## config.mk

```make
export PLATFORM = sky130hd
export DESIGN_NAME = sorted_hand_table_core
export DESIGN_NICKNAME = d
export VERILOG_FILES = /design/src/hw/rtl/sht_pkg.sv /design/src/hw/rtl/sorted_hand_table_core.sv /design/src/hw/rtl/sht_mem.sv /design/src/hw/rtl/sht_outreg.sv
export SDC_FILE = /design/constraint.sdc
export NUM_CORES = 1
export LEC_CHECK = 0
export BUFFER_PORTS_ARGS = -buffer_cell sky130_fd_sc_hd__buf_4
export CAP_MARGIN = 20
export CORE_MARGIN = 4
export CORE_UTILIZATION = 41
export CTS_CLUSTER_SIZE = 8
export DETAILED_ROUTE_END_ITERATION = 10
export GPL_ROUTABILITY_DRIVEN = 0
export SETUP_SLACK_MARGIN = 0.5
export SYNTH_ARGS = -nofsm -noshare
export SYNTH_HDL_FRONTEND = slang
export SYNTH_SLANG_ARGS = --single-unit
```

## constraint.sdc

```tcl
create_clock -name clk -period 3.9 [get_ports clk]
set_clock_uncertainty 0.05 [all_clocks]
set_input_delay 0.585 -clock clk [delete_from_list [all_inputs] [get_ports clk]]
set_output_delay 0.585 -clock clk [all_outputs]
set_load 0.01 [all_outputs]
```

## src/hw/rtl/sht_pkg.sv

```systemverilog
// Shared types and constants for the sorted hand table.
package sht_pkg;

    localparam int MAX_RESULTS = 32;
    localparam int RES_CNT_W   = $clog2(MAX_RESULTS + 1);

    localparam logic [3:0] VALUE_MAX = 4'd13;

    localparam logic [5:0] HAND_LIMIT_RST = 6'd20;
    localparam logic [2:0] VALUE_LIMIT_RST = 3'd4;

    localparam logic [1:0] CMD_INSERT  = 2'd0;
    localparam logic [1:0] CMD_REMOVE  = 2'd1;
    localparam logic [1:0] CMD_LIST    = 2'd2;
    localparam logic [1:0] CMD_TRIPLES = 2'd3;

    localparam logic [1:0] KIND_STATUS = 2'd0;
    localparam logic [1:0] KIND_ENTRY  = 2'd1;
    localparam logic [1:0] KIND_TRIPLE = 2'd2;

    localparam logic [2:0] ST_OK        = 3'd0;
    localparam logic [2:0] ST_FULL      = 3'd1;
    localparam logic [2:0] ST_BAD_VALUE = 3'd2;
    localparam logic [2:0] ST_LIMIT     = 3'd3;
    localparam logic [2:0] ST_NOT_FOUND = 3'd4;

    localparam logic CFG_HAND_LIMIT  = 1'b0;
    localparam logic CFG_VALUE_LIMIT = 1'b1;

    typedef struct packed {
        logic [3:0] value;
        logic [1:0] suit;
    } entry_t;

    typedef struct packed {
        logic [1:0] kind;
        logic [2:0] status;
        logic [3:0] value;
        logic [4:0] position;
        logic [1:0] suit_first;
        logic [1:0] suit_second;
        logic [1:0] suit_third;
        logic       empty_res;
        logic       last;
    } res_t;

endpackage

```

## src/hw/rtl/sorted_hand_table_core.sv

```systemverilog
// Sorted hand table: top level with command sequencer.
//
// Input requests (cmd, card_value, suit_code) arrive on in_valid/in_ready and
// are taken one at a time; in_ready is high only while the sequencer idles.
// Results leave on out_valid/out_ready through an output register; each
// command ends with a result that has last set. Configuration writes use
// cfg_valid/cfg_ready with cfg_index 0 = hand limit, 1 = per-value limit.
// An insert scans the stored entries, shifts the later ones up and writes the
// new entry; a remove scans for a match and shifts the later ones down. Full or
// bad-value inserts answer without a scan; a value-limit refusal or a remove
// that is not found answers after the scan. List returns one entry per result;
// triples reads the entries in turn. An empty list or triples (under three
// entries) gives one empty result. The next request is taken in the cycle after
// the final result is loaded. A stalled receiver holds the sequencer once the
// output register is full; nothing is dropped.
// Reset empties the table and loads limits 20 and 4; the entry memory
// itself is not cleared, as only entries below the count are read.
module sorted_hand_table_core #(
    parameter int DEPTH = 32
) (
    input  logic       clk,
    input  logic       rst_n,
    input  logic       in_valid,
    output logic       in_ready,
    input  logic [1:0] cmd,
    input  logic [3:0] card_value,
    input  logic [1:0] suit_code,
    output logic       out_valid,
    input  logic       out_ready,
    output logic [1:0] kind,
    output logic [2:0] status,
    output logic [3:0] out_value,
    output logic [4:0] position,
    output logic [1:0] suit_first,
    output logic [1:0] suit_second,
    output logic [1:0] suit_third,
    output logic       empty_res,
    output logic       last,
    input  logic       cfg_valid,
    output logic       cfg_ready,
    input  logic       cfg_index,
    input  logic [5:0] cfg_data
);
    import sht_pkg::*;

    localparam int AW = $clog2(DEPTH);
    localparam int CW = $clog2(DEPTH + 1);
    localparam int XW = (CW > 6) ? CW : 6;

    typedef enum logic [3:0] {
        IDLE,
        SCAN,
        MOVE,
        PUT,
        RESP,
        LIST_RD,
        LIST_WAIT,
        TRI_RD,
        TRI_WAIT,
        FIN
    } state_t;

    state_t state_reg, state_next;

    logic [CW-1:0]        count_reg, count_next;
    logic [5:0]           hand_limit_reg;
    logic [2:0]           value_limit_reg;
    logic                 rd_vld_reg, rd_vld_next;
    logic                 mv_vld_reg, mv_vld_next;
    logic                 pend_vld_reg, pend_vld_next;

    logic [1:0]           cmd_reg, cmd_next;
    logic [3:0]           val_reg, val_next;
    logic [1:0]           suit_reg, suit_next;
    logic [CW-1:0]        idx_reg, idx_next;
    logic [2:0]           cnt_reg, cnt_next;
    logic [CW-1:0]        pos_reg, pos_next;
    logic                 found_reg, found_next;
    logic [2:0]           status_reg, status_next;
    logic [AW-1:0]        mv_dst_reg, mv_dst_next;
    entry_t               p1_reg, p1_next;
    entry_t               p2_reg, p2_next;
    res_t                 pend_reg, pend_next;
    logic [RES_CNT_W-1:0] tri_cnt_reg, tri_cnt_next;

    logic          rd_en;
    logic [AW-1:0] rd_addr;
    entry_t        rd_data;
    logic          wr_en;
    logic [AW-1:0] wr_addr;
    entry_t        wr_data;

    logic out_load;
    res_t out_d;
    logic out_room;
    res_t out_q;

    logic [CW-1:0] idx_inc;
    logic [CW-1:0] idx_dec;
    logic          full;
    logic          bad_value;
    logic          tri_match;
    logic          tri_stall;

    assign idx_inc   = idx_reg + CW'(1);
    assign idx_dec   = idx_reg - CW'(1);
    assign full      = (XW'(count_reg) >= XW'(hand_limit_reg))
                    || (count_reg == CW'(DEPTH));
    assign bad_value = (card_value == 4'd0) || (card_value > VALUE_MAX);
    assign tri_match = (idx_reg >= CW'(2)) && (p2_reg.value == p1_reg.value)
                    && (p1_reg.value == rd_data.value);
    assign tri_stall = tri_match && pend_vld_reg && !out_room;

    assign in_ready  = (state_reg == IDLE);
    assign cfg_ready = 1'b1;

    always_comb
    begin
        state_next    = state_reg;
        count_next    = count_reg;
        rd_vld_next   = 1'b0;
        mv_vld_next   = 1'b0;
        pend_vld_next = pend_vld_reg;
        cmd_next      = cmd_reg;
        val_next      = val_reg;
        suit_next     = suit_reg;
        idx_next      = idx_reg;
        cnt_next      = cnt_reg;
        pos_next      = pos_reg;
        found_next    = found_reg;
        status_next   = status_reg;
        mv_dst_next   = mv_dst_reg;
        p1_next       = p1_reg;
        p2_next       = p2_reg;
        pend_next     = pend_reg;
        tri_cnt_next  = tri_cnt_reg;

        rd_en   = 1'b0;
        rd_addr = idx_reg[AW-1:0];
        wr_en   = mv_vld_reg;
        wr_addr = mv_dst_reg;
        wr_data = rd_data;

        out_load = 1'b0;
        out_d    = '0;

        unique case (state_reg)
            IDLE:
            begin
                if (in_valid)
                begin
                    cmd_next      = cmd;
                    val_next      = card_value;
                    suit_next     = suit_code;
                    idx_next      = '0;
                    cnt_next      = '0;
                    pos_next      = '0;
                    found_next    = 1'b0;
                    pend_vld_next = 1'b0;
                    tri_cnt_next  = '0;
                    unique case (cmd)
                        CMD_INSERT:
                        begin
                            if (full)
                            begin
                                status_next = ST_FULL;
                                state_next  = RESP;
                            end
                            else if (bad_value)
                            begin
                                status_next = ST_BAD_VALUE;
                                state_next  = RESP;
                            end
                            else
                            begin
                                state_next = SCAN;
                            end
                        end
                        CMD_REMOVE:
                        begin
                            state_next = SCAN;
                        end
                        CMD_LIST:
                        begin
                            state_next = (count_reg == '0) ? FIN : LIST_RD;
                        end
                        CMD_TRIPLES:
                        begin
                            state_next = (count_reg < CW'(3)) ? FIN : TRI_RD;
                        end
                        default:
                        begin
                            state_next = IDLE;
                        end
                    endcase
                end
            end

            SCAN:
            begin
                if (idx_reg != count_reg)
                begin
                    rd_en       = 1'b1;
                    idx_next    = idx_inc;
                    rd_vld_next = 1'b1;
                end
                if (rd_vld_reg)
                begin
                    if (cmd_reg == CMD_INSERT)
                    begin
                        if (rd_data.value == val_reg && cnt_reg != 3'd7)
                        begin
                            cnt_next = cnt_reg + 3'd1;
                        end
                        if (rd_data.value <= val_reg)
                        begin
                            pos_next = pos_reg + CW'(1);
                        end
                    end
                    else if (!found_reg && rd_data.value == val_reg
                             && rd_data.suit == suit_reg)
                    begin
                        found_next = 1'b1;
                        pos_next   = idx_dec;
                    end
                end
                if (idx_reg == count_reg && !rd_vld_reg)
                begin
                    if (cmd_reg == CMD_INSERT)
                    begin
                        if (cnt_reg >= value_limit_reg)
                        begin
                            status_next = ST_LIMIT;
                            state_next  = RESP;
                        end
                        else
                        begin
                            state_next = MOVE;
                        end
                    end
                    else if (!found_reg)
                    begin
                        status_next = ST_NOT_FOUND;
                        state_next  = RESP;
                    end
                    else
                    begin
                        idx_next   = pos_reg + CW'(1);
                        state_next = MOVE;
                    end
                end
            end

            MOVE:
            begin
                if (cmd_reg == CMD_INSERT)
                begin
                    // shift entries up, walking down from the top
                    if (idx_reg != pos_reg)
                    begin
                        rd_en       = 1'b1;
                        rd_addr     = idx_dec[AW-1:0];
                        mv_vld_next = 1'b1;
                        mv_dst_next = idx_reg[AW-1:0];
                        idx_next    = idx_dec;
                    end
                    else
                    begin
                        state_next = PUT;
                    end
                end
                else
                begin
                    if (idx_reg != count_reg)
                    begin
                        rd_en       = 1'b1;
                        mv_vld_next = 1'b1;
                        mv_dst_next = idx_dec[AW-1:0];
                        idx_next    = idx_inc;
                    end
                    else
                    begin
                        count_next  = count_reg - CW'(1);
                        status_next = ST_OK;
                        state_next  = RESP;
                    end
                end
            end

            PUT:
            begin
                if (!mv_vld_reg)
                begin
                    wr_en         = 1'b1;
                    wr_addr       = pos_reg[AW-1:0];
                    wr_data.value = val_reg;
                    wr_data.suit  = suit_reg;
                    count_next    = count_reg + CW'(1);
                    status_next   = ST_OK;
                    state_next    = RESP;
                end
            end

            RESP:
            begin
                if (out_room)
                begin
                    out_load     = 1'b1;
                    out_d.kind   = KIND_STATUS;
                    out_d.status = status_reg;
                    out_d.last   = 1'b1;
                    state_next   = IDLE;
                end
            end

            LIST_RD:
            begin
                rd_en      = 1'b1;
                state_next = LIST_WAIT;
            end

            LIST_WAIT:
            begin
                if (out_room)
                begin
                    out_load         = 1'b1;
                    out_d.kind       = KIND_ENTRY;
                    out_d.value      = rd_data.value;
                    out_d.position   = 5'(idx_reg);
                    out_d.suit_first = rd_data.suit;
                    out_d.last       = (idx_inc == count_reg)
                                    || (XW'(idx_reg) == XW'(MAX_RESULTS - 1));
                    idx_next         = idx_inc;
                    state_next       = out_d.last ? IDLE : LIST_RD;
                end
            end

            TRI_RD:
            begin
                rd_en      = 1'b1;
                state_next = TRI_WAIT;
            end

            TRI_WAIT:
            begin
                if (!tri_stall)
                begin
                    if (tri_match)
                    begin
                        if (pend_vld_reg)
                        begin
                            out_load = 1'b1;
                            out_d    = pend_reg;
                        end
                        pend_next             = '0;
                        pend_next.kind        = KIND_TRIPLE;
                        pend_next.value       = p2_reg.value;
                        pend_next.position    = 5'(idx_reg - CW'(2));
                        pend_next.suit_first  = p2_reg.suit;
                        pend_next.suit_second = p1_reg.suit;
                        pend_next.suit_third  = rd_data.suit;
                        pend_vld_next         = 1'b1;
                        tri_cnt_next          = tri_cnt_reg + RES_CNT_W'(1);
                    end
                    p2_next  = p1_reg;
                    p1_next  = rd_data;
                    idx_next = idx_inc;
                    if ((tri_match && tri_cnt_reg == RES_CNT_W'(MAX_RESULTS - 1))
                        || idx_inc == count_reg)
                    begin
                        state_next = FIN;
                    end
                    else
                    begin
                        state_next = TRI_RD;
                    end
                end
            end

            FIN:
            begin
                if (out_room)
                begin
                    out_load = 1'b1;
                    if (pend_vld_reg)
                    begin
                        out_d      = pend_reg;
                        out_d.last = 1'b1;
                    end
                    else
                    begin
                        out_d.kind      = (cmd_reg == CMD_LIST) ? KIND_ENTRY : KIND_TRIPLE;
                        out_d.empty_res = 1'b1;
                        out_d.last      = 1'b1;
                    end
                    pend_vld_next = 1'b0;
                    state_next    = IDLE;
                end
            end

            default:
            begin
                state_next = IDLE;
            end
        endcase
    end

    always_ff @(posedge clk or negedge rst_n)
    begin
        if (!rst_n)
        begin
            state_reg       <= IDLE;
            count_reg       <= '0;
            hand_limit_reg  <= HAND_LIMIT_RST;
            value_limit_reg <= VALUE_LIMIT_RST;
            rd_vld_reg      <= 1'b0;
            mv_vld_reg      <= 1'b0;
            pend_vld_reg    <= 1'b0;
        end
        else
        begin
            state_reg    <= state_next;
            count_reg    <= count_next;
            rd_vld_reg   <= rd_vld_next;
            mv_vld_reg   <= mv_vld_next;
            pend_vld_reg <= pend_vld_next;
            if (cfg_valid && cfg_ready)
            begin
                unique case (cfg_index)
                    CFG_HAND_LIMIT:  hand_limit_reg  <= cfg_data;
                    CFG_VALUE_LIMIT: value_limit_reg <= cfg_data[2:0];
                    default:         hand_limit_reg  <= hand_limit_reg;
                endcase
            end
        end
    end

    always_ff @(posedge clk)
    begin
        cmd_reg     <= cmd_next;
        val_reg     <= val_next;
        suit_reg    <= suit_next;
        idx_reg     <= idx_next;
        cnt_reg     <= cnt_next;
        pos_reg     <= pos_next;
        found_reg   <= found_next;
        status_reg  <= status_next;
        mv_dst_reg  <= mv_dst_next;
        p1_reg      <= p1_next;
        p2_reg      <= p2_next;
        pend_reg    <= pend_next;
        tri_cnt_reg <= tri_cnt_next;
    end

    sht_mem #(
        .DEPTH (DEPTH)
    ) u_mem (
        .clk     (clk),
        .rd_en   (rd_en),
        .rd_addr (rd_addr),
        .rd_data (rd_data),
        .wr_en   (wr_en),
        .wr_addr (wr_addr),
        .wr_data (wr_data)
    );

    sht_outreg u_outreg (
        .clk   (clk),
        .rst_n (rst_n),
        .load  (out_load),
        .d     (out_d),
        .room  (out_room),
        .valid (out_valid),
        .ready (out_ready),
        .q     (out_q)
    );

    assign kind        = out_q.kind;
    assign status      = out_q.status;
    assign out_value   = out_q.value;
    assign position    = out_q.position;
    assign suit_first  = out_q.suit_first;
    assign suit_second = out_q.suit_second;
    assign suit_third  = out_q.suit_third;
    assign empty_res   = out_q.empty_res;
    assign last        = out_q.last;

endmodule

```

## src/hw/rtl/sht_mem.sv

```systemverilog
// Entry memory: one write port, one registered read port.
module sht_mem #(
    parameter int DEPTH = 32
) (
    input  logic                     clk,
    input  logic                     rd_en,
    input  logic [$clog2(DEPTH)-1:0] rd_addr,
    output sht_pkg::entry_t          rd_data,
    input  logic                     wr_en,
    input  logic [$clog2(DEPTH)-1:0] wr_addr,
    input  sht_pkg::entry_t          wr_data
);
    import sht_pkg::*;

    entry_t mem_reg [DEPTH];
    entry_t rd_data_reg;

    always_ff @(posedge clk)
    begin
        if (wr_en)
        begin
            mem_reg[wr_addr] <= wr_data;
        end
        if (rd_en)
        begin
            rd_data_reg <= mem_reg[rd_addr];
        end
    end

    assign rd_data = rd_data_reg;

endmodule

```

## src/hw/rtl/sht_outreg.sv

```systemverilog
// Output register stage for result requests.
module sht_outreg (
    input  logic          clk,
    input  logic          rst_n,
    input  logic          load,
    input  sht_pkg::res_t d,
    output logic          room,
    output logic          valid,
    input  logic          ready,
    output sht_pkg::res_t q
);
    import sht_pkg::*;

    logic valid_reg;
    logic valid_next;
    res_t q_reg;

    assign room = !valid_reg || ready;

    always_comb
    begin
        valid_next = valid_reg;
        if (load)
        begin
            valid_next = 1'b1;
        end
        else if (ready)
        begin
            valid_next = 1'b0;
        end
    end

    always_ff @(posedge clk or negedge rst_n)
    begin
        if (!rst_n)
        begin
            valid_reg <= 1'b0;
        end
        else
        begin
            valid_reg <= valid_next;
        end
    end

    always_ff @(posedge clk)
    begin
        if (load)
        begin
            q_reg <= d;
        end
    end

    assign valid = valid_reg;
    assign q     = q_reg;

endmodule

```

==> run metrics <==
Max Fclk=311 MHz; ratio of cells with drive above 1 in the final layout=0.165; grt ovf=0; Yosys reg bits=308; Mean Syn Cell Area=around 13 sq um; Final Util=0.484; Num Clock Sinks=308; worst hold path type=in2reg; final setup violation count=0; Hold Crit Depth=1; ant diodes=0; Port Buffer Count=43; Worst Setup Path Type=reg2reg; largest net degree at the start of global routing=38; Reg2Reg Setup Slack=680 ps; critical path, cell by cell=nor4b_4, and2_2, o21ai_4, buf_4, or2_2, o21ai_0, nand2_1, o22ai_1, nor4_2; CP max FO=35; Antenna Nets Post-Route=0; Crit Reg-Reg Startpoint=state_reg[2]; Hold Path Origin=suit_code[1]; status=complete, no violations; initial antenna violation count=0; post-synthesis sequential area ratio=0.609; Vias per Instance=5.76; max FFs per register=192; CP Buf/Inv Count=1; Clk Latency, worst-skew pair=roughly 560 ps; required time worst endpoint=4120 ps; slowest stage delay, CP=530 ps; die height=~200 um; clk root buf=clkbuf_16; RSZ-0062 raised after global routing=yes; Worst-Margin Slew=between 1000 and 1500 ps; Post-Synthesis Cells=1151; Max IR drop VDD=384 uV; Synth Area in Simple Gates=0.0983; total negative slack=0 ps; Setup crit start kind=flop; yosys warns=0; fin crit period=3220 ps; CP arrival=3440 ps; RR Endpoint=u_mem.rd_data[1]; CP startpoint=state_reg[2]; Yosys top cell area share=0.570; Detailed Route WL=about 38 mm; synthesized-area fraction occupied by adder cells=0.0245; Max Transition Viols Final=0; Worst R2R Path Depth=9; max_cap viols=0; post-synthesis xor/xnor area fraction=0.0300; Lkg Pwr=about 6.2 nW; multiplexer share of the synthesized area=0.110; final hold vios=0; Compound-Gate Fraction of Synth Area=0.0991; Pre-Repair DR Iteration Count=5; CTS clk-pin slew, worst paths=60 ps; CTS max path bufs=3; Placement Rows=69; H-tree Lvls=2; global-route wire length before repair=57.4 mm; hpwl dp=25.7 mm; Starting Density=0.419; total track usage=0.188; synth cell count leaders=edfxtp_1, mux2i_1, nor2_1, nand2_1, o21ai_0; Die Area=39700 sq um; area delta synth->final=15.6%; EDFF count, synth=285; DRC viols=0; Synth area leader=edfxtp_1; Die W=199 um; Synth area leaders=edfxtp_1, mux2i_1, dfrtp_1, nor2_1, ha_1; Wirelength per Cell=22.2 um; # IOs=45; vias in the first global route=between 9000 and 10000; Hold Crit Endpoint=suit_reg[1]; normalized max-slew margin=0.316; Top FF cell, synth=edfxtp_1; Top delay family on crit path=simple AND/OR/NAND/NOR gates; Period Utilization, post-route=0.825; TritonCTS clock tree=yes; Mapped Area=15000 sq um; Num CTS Buffers=44; Net Count, Synth=1199; via count=about 9800; Core Area=35800 sq um; cell with the most instances after synthesis=edfxtp_1; fillers=3142; number of library cell types mapped by synthesis=between 70 and 80; Nets=1276; critical path's slowest cell=dfrtp_1; PwrDens=roughly 810 nW/um^2; largest family of logic cells by synthesized area=multiplexers; CP endpoint kind=flop; Initial DRC Count=1012; Post-synth ARST share=0.0747
-- cells in the final DEF (no fill, tap or decap), drive strengths merged, types with 14 or more instances in the layout --
cell,n
xnor2,26
dfrtp,20
mux2,27
a22oi,17
ha,27
nor4,18
nor2b,14
nor3,18
nand2,65
nand3,18
mux2i,125
buf,93
edfxtp,285
nor2,105
a21oi,36
xor2,21
clkbuf,60
o21ai,46
inv,31
-- where the power goes --
| part | total (mW) | internal (mW) | switching (mW) | leakage, nW |
|---|---|---|---|---|
| clock | 3.45 | 2.09 | 1.36 | 0.592 |
| combinational | 5.61 | 2.17 | 3.44 | 2.77 |
| sequential | 4.95 | 4.57 | 0.375 | 2.88 |
| total | 14.0 | 8.83 | 5.17 | 6.24 |
-- final cells by class --
type / instances / area (sq um) / area share
flip-flops and latches: 308 / 9140 / 0.527
clock buffers: 60 / 1180 / 0.0681
inverters: 31 / 116 / 0.00671
repair buffers: 94 / 787 / 0.0454
multi-input cells: 749 / 5510 / 0.318
well taps: 461 / 577 / 0.0332
clock inverters: 2 / 40.0 / 0.00231
-- per-stage QoR --
stage | hold slack, ps | worst slack, ps | power [mW] | instance area, sq um | instances
floorplan | 239 | 568 | 8.59 | 15000 | 1151
global placement | 351 | 540 | 10.4 | 16000 | 1631
detailed placement | 355 | 512 | 10.4 | 16000 | 1633
CTS | 157 | 520 | 13.9 | 17200 | 1696
global route | 156 | 490 | 14.7 | 17400 | 1705
finish | 175 | 681 | 14.0 | 17400 | 1705
-- worst max-delay path by stage --
stage | end | slack (ps) | cells after the start
global route | state_reg[0] | 490 | 9
detailed placement | state_reg[2] | 510 | 8
finish | u_mem.rd_data[1] | 680 | 9
CTS | u_mem.rd_data[0] | 520 | 9
floorplan | pend_reg[10] | 570 | 8
global placement | u_mem.rd_data[3] | 540 | 9
-- layer usage --
layer  up-vias  track usage  wire, um
met5         -            0         0
met4         0       0.0631      1030
met3        66       0.0361      2740
met2       398        0.291     17000
met1      4809        0.269     17100
li1       4543            -         -
-- cells by family (layout without fill, tap and decap cells) --
family | after synthesis | count (layout)
flip-flops | 308 | 308
AND/OR/NAND/NOR | 300 | 300
AO/OA/AOI/OAI | 215 | 215
multiplexers | 156 | 156
buffers and inverters | 94 | 187
XOR/XNOR | 48 | 48
adder cells (fa/ha/maj) | 29 | 29
other | 1 | 1
-- timing repair --
action                                  CTS  global route
resized for setup                         1            10
endpoints found under the setup margin    1             9
setup buffers                             0             9
endpoints found under the hold margin    20             0
hold buffers                              1             0
No activity file was read; power rests on OpenSTA's default activity.
